`src/rtl/core/stc_pkg.sv`:
```
// Shared types, widths and constants of the temperature compensation pipeline.
package stc_pkg;

    localparam int RAW_W       = 16;
    localparam int CAL_W       = 16;
    localparam int CFG_IDX_W   = 4;
    localparam int X1_W        = 17;
    localparam int DEN_W       = 18;
    localparam int NUM_SHIFT   = 11;
    localparam int NUM_W       = CAL_W + NUM_SHIFT;
    localparam int PROD_W      = 2 * X1_W;
    localparam int X1_SHIFT    = 15;
    localparam int Q_W         = NUM_W + 1;
    localparam int B5_W        = 32;
    localparam int T_W         = 28;
    localparam int T_SHIFT     = 4;
    localparam int T_ROUND     = 8;
    localparam int DIV_STEP_BITS = 3;
    localparam int DIV_STAGES  = NUM_W / DIV_STEP_BITS;

    localparam logic [CAL_W-1:0] AC5_RESET = 16'd32757;
    localparam logic [CAL_W-1:0] AC6_RESET = 16'd23153;
    localparam logic [CAL_W-1:0] MC_RESET  = 16'hDDF9;
    localparam logic [CAL_W-1:0] MD_RESET  = 16'd2868;

    typedef enum logic [CFG_IDX_W-1:0] {
        REG_AC5 = 4'd0,
        REG_AC6 = 4'd1,
        REG_MC  = 4'd2,
        REG_MD  = 4'd3
    } stc_reg_idx_t;

    typedef struct packed {
        logic [CAL_W-1:0]        ac5;
        logic [CAL_W-1:0]        ac6;
        logic signed [CAL_W-1:0] mc;
        logic signed [CAL_W-1:0] md;
    } stc_cal_t;

    // Item state while it travels through the divider stages.
    typedef struct packed {
        logic signed [X1_W-1:0] x1;
        logic                   dz;
        logic                   neg;
        logic [DEN_W-1:0]       dvs;
        logic [DEN_W-1:0]       rem;
        logic [NUM_W-1:0]       nq;
    } stc_div_t;

endpackage

```
`src/rtl/core/stc_front.sv`:
```
// First two pipeline stages: offset and scale multiply, then divisor preparation.
module stc_front (
    input  logic                         clk,
    input  logic                         rst_n,
    input  stc_pkg::stc_cal_t            cal,
    input  logic                         in_valid,
    output logic                         in_stall,
    input  logic [stc_pkg::RAW_W-1:0]    raw_temp,
    output logic                         out_valid,
    input  logic                         out_stall,
    output stc_pkg::stc_div_t            out_data
);
    import stc_pkg::*;

    logic signed [X1_W-1:0]   diff;
    logic signed [PROD_W-1:0] prod;
    logic signed [X1_W-1:0]   x1_reg;
    logic signed [X1_W-1:0]   x1_next;
    logic                     v1_reg;
    logic                     v2_reg;
    logic                     stall1;
    logic [DEN_W-1:0]         den;
    logic [NUM_W-1:0]         num;
    stc_div_t                 d2_reg;
    stc_div_t                 d2_next;

    assign stall1   = v2_reg && out_stall;
    assign in_stall = v1_reg && stall1;

    always_comb
    begin
        diff    = $signed({1'b0, raw_temp}) - $signed({1'b0, cal.ac6});
        prod    = diff * $signed({1'b0, cal.ac5});
        x1_next = prod[X1_SHIFT+X1_W-1:X1_SHIFT];
    end

    always_comb
    begin
        den = {x1_reg[X1_W-1], x1_reg} + {{(DEN_W-CAL_W){cal.md[CAL_W-1]}}, cal.md};
        num = {cal.mc, {NUM_SHIFT{1'b0}}};
        d2_next.x1  = x1_reg;
        d2_next.dz  = (den == '0);
        d2_next.neg = cal.mc[CAL_W-1] ^ den[DEN_W-1];
        d2_next.dvs = den[DEN_W-1] ? (~den + 1'b1) : den;
        d2_next.rem = '0;
        d2_next.nq  = cal.mc[CAL_W-1] ? (~num + 1'b1) : num;
    end

    always_ff @(posedge clk or negedge rst_n)
    begin
        if (!rst_n)
        begin
            v1_reg <= 1'b0;
            v2_reg <= 1'b0;
        end
        else
        begin
            if (!in_stall)
            begin
                v1_reg <= in_valid;
            end
            if (!stall1)
            begin
                v2_reg <= v1_reg;
            end
        end
    end

    always_ff @(posedge clk)
    begin
        if (!in_stall && in_valid)
        begin
            x1_reg <= x1_next;
        end
        if (!stall1 && v1_reg)
        begin
            d2_reg <= d2_next;
        end
    end

    assign out_valid = v2_reg;
    assign out_data  = d2_reg;

endmodule

```
`src/rtl/core/stc_div_stage.sv`:
```
// One stage of the pipelined restoring divider, three quotient bits per stage.
module stc_div_stage (
    input  logic                 clk,
    input  logic                 rst_n,
    input  logic                 in_valid,
    output logic                 in_stall,
    input  stc_pkg::stc_div_t    in_data,
    output logic                 out_valid,
    input  logic                 out_stall,
    output stc_pkg::stc_div_t    out_data
);
    import stc_pkg::*;

    logic               v_reg;
    stc_div_t           d_reg;
    stc_div_t           d_next;
    logic [DEN_W:0]     shifted;
    logic [DEN_W:0]     trial;

    assign in_stall = v_reg && out_stall;

    always_comb
    begin
        d_next  = in_data;
        shifted = '0;
        trial   = '0;
        for (int i = 0; i < DIV_STEP_BITS; i++)
        begin
            shifted = {d_next.rem, d_next.nq[NUM_W-1]};
            trial   = shifted - {1'b0, d_next.dvs};
            d_next.rem = trial[DEN_W] ? shifted[DEN_W-1:0] : trial[DEN_W-1:0];
            d_next.nq  = {d_next.nq[NUM_W-2:0], ~trial[DEN_W]};
        end
    end

    always_ff @(posedge clk or negedge rst_n)
    begin
        if (!rst_n)
        begin
            v_reg <= 1'b0;
        end
        else if (!in_stall)
        begin
            v_reg <= in_valid;
        end
    end

    always_ff @(posedge clk)
    begin
        if (!in_stall && in_valid)
        begin
            d_reg <= d_next;
        end
    end

    assign out_valid = v_reg;
    assign out_data  = d_reg;

endmodule

```
`src/rtl/core/stc_back.sv`:
```
// Final stage: quotient sign, zero-divisor override, sum and rounding shift.
module stc_back (
    input  logic                              clk,
    input  logic                              rst_n,
    input  logic                              in_valid,
    output logic                              in_stall,
    input  stc_pkg::stc_div_t                 in_data,
    output logic                              out_valid,
    input  logic                              out_stall,
    output logic signed [stc_pkg::B5_W-1:0]   b5_value,
    output logic signed [stc_pkg::T_W-1:0]    temp_tenths,
    output logic                              div_zero
);
    import stc_pkg::*;

    logic                   v_reg;
    logic [Q_W-1:0]         mag;
    logic [Q_W-1:0]         q;
    logic [B5_W-1:0]        b5_next;
    logic [B5_W-1:0]        rounded;
    logic [B5_W-1:0]        b5_reg;
    logic [T_W-1:0]         t_reg;
    logic [T_W-1:0]         t_next;
    logic                   dz_reg;

    assign in_stall = v_reg && out_stall;

    always_comb
    begin
        mag = {1'b0, in_data.nq};
        q   = in_data.dz ? '0 : (in_data.neg ? (~mag + 1'b1) : mag);
        b5_next = {{(B5_W-X1_W){in_data.x1[X1_W-1]}}, in_data.x1}
                + {{(B5_W-Q_W){q[Q_W-1]}}, q};
        rounded = b5_next + B5_W'(T_ROUND);
        t_next  = rounded[T_SHIFT+T_W-1:T_SHIFT];
    end

    always_ff @(posedge clk or negedge rst_n)
    begin
        if (!rst_n)
        begin
            v_reg <= 1'b0;
        end
        else if (!in_stall)
        begin
            v_reg <= in_valid;
        end
    end

    always_ff @(posedge clk)
    begin
        if (!in_stall && in_valid)
        begin
            b5_reg <= b5_next;
            t_reg  <= t_next;
            dz_reg <= in_data.dz;
        end
    end

    assign out_valid   = v_reg;
    assign b5_value    = $signed(b5_reg);
    assign temp_tenths = $signed(t_reg);
    assign div_zero    = dz_reg;

endmodule

```
`src/rtl/core/sensor_temperature_compensation.sv`:
```
// Top level of the barometric sensor temperature compensation pipeline.
// Each raw reading becomes one result: X1 = ((raw - AC6) * AC5) >>> 15, X2 = (MC << 11) / (X1 + MD),
// b5 = X1 + X2 and temperature = (b5 + 8) >>> 4 in tenths of a degree. The block takes one request
// in every clock cycle when nothing stalls. The pipeline has one stage for the multiply, one
// to form the divisor and operand magnitudes, nine stages of the restoring divider that each
// resolve three of the 27 quotient bits, and the output register. A stall on the output holds
// only the stages that are full, so bubbles close up and no request is lost. When the divisor is
// zero the correction term is forced to zero and div_zero is set. The four calibration registers
// are written through the cfg port; the user must write them only while the pipeline is empty,
// which the block itself does not enforce. Writes to indexes above three are ignored.
module sensor_temperature_compensation (
    input  logic                              clk,
    input  logic                              rst_n,
    input  logic                              cfg_we,
    input  logic [stc_pkg::CFG_IDX_W-1:0]     cfg_index,
    input  logic [stc_pkg::CAL_W-1:0]         cfg_data,
    input  logic                              in_valid,
    output logic                              in_stall,
    input  logic [stc_pkg::RAW_W-1:0]         raw_temp,
    output logic                              out_valid,
    input  logic                              out_stall,
    output logic signed [stc_pkg::B5_W-1:0]   b5_value,
    output logic signed [stc_pkg::T_W-1:0]    temp_tenths,
    output logic                              div_zero
);
    import stc_pkg::*;

    stc_cal_t cal_reg;
    stc_div_t stage_data  [0:DIV_STAGES];
    logic     stage_valid [0:DIV_STAGES];
    logic     stage_stall [0:DIV_STAGES];

    // Calibration registers, reset to the values of a typical part.
    always_ff @(posedge clk or negedge rst_n)
    begin
        if (!rst_n)
        begin
            cal_reg.ac5 <= AC5_RESET;
            cal_reg.ac6 <= AC6_RESET;
            cal_reg.mc  <= MC_RESET;
            cal_reg.md  <= MD_RESET;
        end
        else if (cfg_we)
        begin
            case (cfg_index)
                REG_AC5: cal_reg.ac5 <= cfg_data;
                REG_AC6: cal_reg.ac6 <= cfg_data;
                REG_MC:  cal_reg.mc  <= cfg_data;
                REG_MD:  cal_reg.md  <= cfg_data;
                default: ;
            endcase
        end
    end

    // The multiply and the divisor setup feed the first divider stage.
    stc_front u_front (
        .clk       (clk),
        .rst_n     (rst_n),
        .cal       (cal_reg),
        .in_valid  (in_valid),
        .in_stall  (in_stall),
        .raw_temp  (raw_temp),
        .out_valid (stage_valid[0]),
        .out_stall (stage_stall[0]),
        .out_data  (stage_data[0])
    );

    // Divider chain: each stage shifts three numerator bits into the partial remainder.
    for (genvar g = 0; g < DIV_STAGES; g++)
    begin : g_div
        stc_div_stage u_stage (
            .clk       (clk),
            .rst_n     (rst_n),
            .in_valid  (stage_valid[g]),
            .in_stall  (stage_stall[g]),
            .in_data   (stage_data[g]),
            .out_valid (stage_valid[g+1]),
            .out_stall (stage_stall[g+1]),
            .out_data  (stage_data[g+1])
        );
    end

    // Sign correction, the sum and the rounding shift land in the output register.
    stc_back u_back (
        .clk         (clk),
        .rst_n       (rst_n),
        .in_valid    (stage_valid[DIV_STAGES]),
        .in_stall    (stage_stall[DIV_STAGES]),
        .in_data     (stage_data[DIV_STAGES]),
        .out_valid   (out_valid),
        .out_stall   (out_stall),
        .b5_value    (b5_value),
        .temp_tenths (temp_tenths),
        .div_zero    (div_zero)
    );

`ifndef SYNTHESIS
    // Back pressure can only come from a stalled, full output.
    a_stall_source: assert property (@(posedge clk) disable iff (!rst_n)
        in_stall |-> (out_stall && out_valid))
        else $error("input stalled without a stalled result at the output");

    // X1 plus a quotient of at most 2^26 in magnitude always fits in 29 bits.
    a_b5_range: assert property (@(posedge clk) disable iff (!rst_n)
        out_valid |-> (b5_value[31:28] == {4{b5_value[28]}}))
        else $error("b5 result outside the reachable range");

    // With a zero divisor the result is X1 alone, a 17-bit value.
    a_dz_range: assert property (@(posedge clk) disable iff (!rst_n)
        (out_valid && div_zero) |-> (b5_value[31:16] == {16{b5_value[16]}}))
        else $error("zero-divisor result carries a correction term");

    // The temperature and b5 of one result belong together.
    a_temp_match: assert property (@(posedge clk) disable iff (!rst_n)
        out_valid |-> (temp_tenths == T_W'((b5_value + 32'sd8) >>> 4)))
        else $error("temperature does not match b5 of the same result");
`endif

endmodule

```
`config.mk`:
```
export PLATFORM = sky130hd
export DESIGN_NAME = sensor_temperature_compensation
export DESIGN_NICKNAME = d
export VERILOG_FILES = /design/src/rtl/core/stc_pkg.sv /design/src/rtl/core/stc_front.sv /design/src/rtl/core/stc_div_stage.sv /design/src/rtl/core/stc_back.sv /design/src/rtl/core/sensor_temperature_compensation.sv
export SDC_FILE = /design/constraint.sdc
export NUM_CORES = 2
export LEC_CHECK = 0
export BUFFER_PORTS_ARGS = -buffer_cell sky130_fd_sc_hd__buf_2
export CORE_MARGIN = 2
export CORE_UTILIZATION = 40
export CTS_CLUSTER_SIZE = 30
export DETAILED_ROUTE_END_ITERATION = 12
export PLACE_DENSITY = 0.52
export SLEW_MARGIN = 20
export SYNTH_ARGS = -nofsm -noshare
export SYNTH_HDL_FRONTEND = slang
export SYNTH_SLANG_ARGS = --single-unit
```
`constraint.sdc`:
```
create_clock -name clk -period 15.4 [get_ports clk]
set_input_delay 0.77 -clock clk [delete_from_list [all_inputs] [get_ports clk]]
set_output_delay 0.77 -clock clk [all_outputs]
set_load 0.1 [all_outputs]
```
==> reports/results.md <==
| Parameter | This run | Unit |
|:---|:---|:---|
| Result of the run | finished, final reports clean | - |
| Number of unique standard cell types used by synthesis | 92 | - |
| Slowest CP cell | sky130_fd_sc_hd__xnor2_1 | - |
| Initial antenna violation count | 1 | - |
| Clock-pin transition on the worst setup and hold timing paths | 0.06 | ns |
| Startpoint of the most critical setup path | g_div[6].u_stage.out_data[45] | - |
| Antenna Violating Nets Remaining | 0 | - |
| Pin count of the biggest net entering global routing | 71 | - |
| Vert. Die Dim | 408 | µm |
| Nets@finish | 7366 | - |
| Latest clock arrival within the worst-skew pair | 0.75 | ns |
| Placement-stage cell area | 0.0687 | mm² |
| Number of placement rows | 148 | - |
| Top fanout value on the critical path | 55 | - |
| Type of the worst setup path | flop to flop | - |
| Sequential share of the synthesized area | 37.8 | % |
| IO Count | 104 | - |
| Endpoint of the worst register-to-register path | g_div[7].u_stage.out_data[35] | - |
| Max Buffers Root-to-Sink | 3 | - |
| Kind of end point of the critical path | flop | - |
| Setup_tns | 0 | ns |
| N_diodes | 0 | - |
| Final max-slew violation count | 0 | - |
| Most common flop cell mapped by yosys | sky130_fd_sc_hd__edfxtp_1 | - |
| Endpoint with the worst hold slack | u_front.v1_reg | - |
| Die width | 408 | µm |
| First-pass GRT wire length | 261 | mm |
| Reg-to-reg startpoint | g_div[6].u_stage.out_data[45] | - |
| Number of cells upsized or downsized after cts | 0 | - |
| Hold Vio Cnt, Final | 0 | - |
| Sinks on the clock net | 833 | - |
| Part of the cycle the worst path needs | 75.4 | % |
| R2r worst-path depth | 38 | - |
| Routability congestion estimate | 0.870 | - |
| Area of the core | 0.162 | mm² |
| Biggest cell delay along the critical path | 0.82 | ns |
| Via count of the first global-routing pass | 45400 | - |
| Synth Area per Inst | 10.4 | µm² |
| Max frequency | 0.0861 | GHz |
| Arrival time reported for the critical path endpoint | 12.05 | ns |
| Source of the worst hold timing path | in_valid | - |
| Minimum period implied by the final worst setup slack | 11.61 | ns |
| Post-DP HPWL | 131 | mm |
| Total clock buffers created by CTS | 96 | - |
| All-Layer GR Usage | 19.9 | % |
| First DRT Iteration DRCs | 2636 | - |
| Hold Crit Depth | 2 | - |
| TritonCTS clock tree | yes | - |
| Detailed Routing Iterations Pass 1 | 6 | - |
| Layout Cell Area excl Fill | 0.0720 | mm² |
| Number of port buffers | 103 | - |
| Clock skew after layout | 0.0857 | ns |
| DIE AREA | 0.166 | mm² |
| Average vias per placed instance | 5.23 | - |
| Most frequent cells in the layout | 757 x sky130_fd_sc_hd__edfxtp_1, 698 x sky130_fd_sc_hd__inv_1, 603 x sky130_fd_sc_hd__ha_1, 467 x sky130_fd_sc_hd__nand2_1, 376 x sky130_fd_sc_hd__a21oi_1 | - |
| Async set-or-reset flop fraction in the synthesized netlist | 9.12 | % |
| Netlist area before placement | 0.0652 | mm² |
| Area growth syn-to-layout | 10.4 | % |
| Final Core Density | 44.3 | % |
| Yosys warnings | 0 | - |
| Yosys top cell area share | 34.8 | % |
| DRT Wirelength | 167 | mm |
| Ratio of cells with drive above 1 in the final layout | 9.86 | % |
| Max-cap check violation count | 0 | - |
| Average wire per standard cell | 19.2 | µm |
| Worst Tran Pin Value | 1.06 | ns |
| Number of flip-flops under the largest register name | 629 | - |
| Worst slew margin relative to its limit | 29.3 | % |
| Grt total ovfl | 0 | - |
| Number of synthesized register bits | 833 | - |
| Worst Setup Start Kind | flop | - |
| Worst EP required | 15.84 | ns |
| Starting Density | 40.2 | % |
| Root buffer selected by CTS | sky130_fd_sc_hd__clkbuf_16 | - |
| Setup repair after global routing missed its margin | no | - |
| Synth Instances | 6301 | - |
| Top cell type by total area after synthesis | sky130_fd_sc_hd__edfxtp_1 | - |
| Path category of the worst min-delay check | input port to flop | - |
| Number of flops mapped to enable cells by yosys | 757 | - |
| Leading cell type in the layout, fill and taps excluded | sky130_fd_sc_hd__edfxtp_1 | - |
| Ranking of synthesized cells by area | sky130_fd_sc_hd__edfxtp_1 35%, sky130_fd_sc_hd__ha_1 12%, sky130_fd_sc_hd__fa_1 8.8%, sky130_fd_sc_hd__xnor2_1 4.4%, sky130_fd_sc_hd__inv_1 4.0% | - |
| Htree depth | 3 | - |
| DRC violations left | 0 | - |
| R2R setup slack | 3.79 | ns |
| Detailed-route via count | 45500 | - |
| Total of endpoints with negative setup slack in the final report | 0 | - |
==> how the worst max path moves through the flow <==
stage | to | slack, ns
detailed placement | g_div[7].u_stage.out_data[30] | 3.55
CTS | g_div[7].u_stage.out_data[35] | 3.53
global route | g_div[7].u_stage.out_data[35] | 2.53
global placement | g_div[7].u_stage.out_data[44] | 3.57
floorplan | g_div[3].u_stage.out_data[37] | 5.52
finish | g_div[7].u_stage.out_data[35] | 3.79
==> critical path: cells and delay by family (launching register included) <==
kind,cells,cell delay [ns]
XOR/XNOR,3,1.47
buffers and inverters,4,1.32
AND/OR/NAND/NOR,3,0.86
adder cells (fa/ha/maj),3,1.07
multiplexers,1,0.37
AO/OA/AOI/OAI,24,5.68
flip-flops,1,0.49
==> routing by layer <==
layer  vias to the layer above  track usage, %  wire length [µm]
met4                         0            5.54              4460
met2                       707            34.3             80800
met5                         -               0                 0
met3                       199            2.05              5110
met1                     22000            26.6             76300
li1                      22500               -                 -
==> synthesized netlist by cell type (16+ instances only) <==
cell and count:
sky130_fd_sc_hd__nor2_1 370, sky130_fd_sc_hd__dfstp_2 39, sky130_fd_sc_hd__nor3_1 123, sky130_fd_sc_hd__a31oi_1 37, sky130_fd_sc_hd__inv_1 698, sky130_fd_sc_hd__nand3_1 84, sky130_fd_sc_hd__or3_1 33, sky130_fd_sc_hd__o21bai_1 46
sky130_fd_sc_hd__a211o_1 19, sky130_fd_sc_hd__nand4_1 22, sky130_fd_sc_hd__nand2b_1 99, sky130_fd_sc_hd__nor4_1 19, sky130_fd_sc_hd__edfxtp_1 757, sky130_fd_sc_hd__a21boi_0 44, sky130_fd_sc_hd__o21a_1 93, sky130_fd_sc_hd__mux2_2 212
sky130_fd_sc_hd__clkbuf_1 115, sky130_fd_sc_hd__a211oi_1 44, sky130_fd_sc_hd__a21o_1 139, sky130_fd_sc_hd__o21ai_0 320, sky130_fd_sc_hd__nand2_1 467, sky130_fd_sc_hd__and3_1 38, sky130_fd_sc_hd__ha_1 603, sky130_fd_sc_hd__dfrtp_1 37
sky130_fd_sc_hd__o211ai_1 16, sky130_fd_sc_hd__o41ai_1 18, sky130_fd_sc_hd__fa_1 287, sky130_fd_sc_hd__nor2b_1 116, sky130_fd_sc_hd__or2_2 20, sky130_fd_sc_hd__o31ai_1 41, sky130_fd_sc_hd__and2_1 134, sky130_fd_sc_hd__xor2_1 195
sky130_fd_sc_hd__a21oi_1 376, sky130_fd_sc_hd__o311ai_0 22, sky130_fd_sc_hd__mux2i_1 74, sky130_fd_sc_hd__xnor2_1 330
==> what timing repair did <==
item | 4_1_cts | 5_1_grt
hold buffers | 1 | 0
buffers inserted | 0 | 0
endpoints found under the hold margin | 14 | 0
==> through the flow <==
step / instances / setup WS [ns] / hold slack [ns]
CTS: 8693 / 3.53 / 0.225
finish: 8693 / 3.79 / 0.281
floorplan: 6308 / 5.52 / 0.400
global placement: 8511 / 3.57 / 0.401
detailed placement: 8511 / 3.55 / 0.405
global route: 8693 / 2.53 / 0.235
==> cell type report <==
cell class,instances,area [µm²]
clock buffer,118,2480
clock inverter,63,822
fill,15400,90400
inverter,700,2630
multi-input combinational,4644,37700
sequential,833,24700
tap,2175,2720
timing repair buffer,160,948
==> logic make-up (layout without fill, tap and decap cells) <==
group | count (synthesis) | count (layout) | share of synthesized area (%)
adders and majority gates | 891 | 891 | 20.4
buffers and inverters | 831 | 1041 | 4.82
DFF | 833 | 833 | 37.8
other | 1 | 8 | 0.00575
muxes | 293 | 293 | 4.96
xor gates and xnor gates | 530 | 530 | 7.19
and+or+nand+nor | 1570 | 1570 | 11.6
AOI/OAI and AO/OA | 1352 | 1352 | 13.2
Power is not shown: default switching activity piles up to over one toggle a cycle in this logic, so the estimate is an artifact.
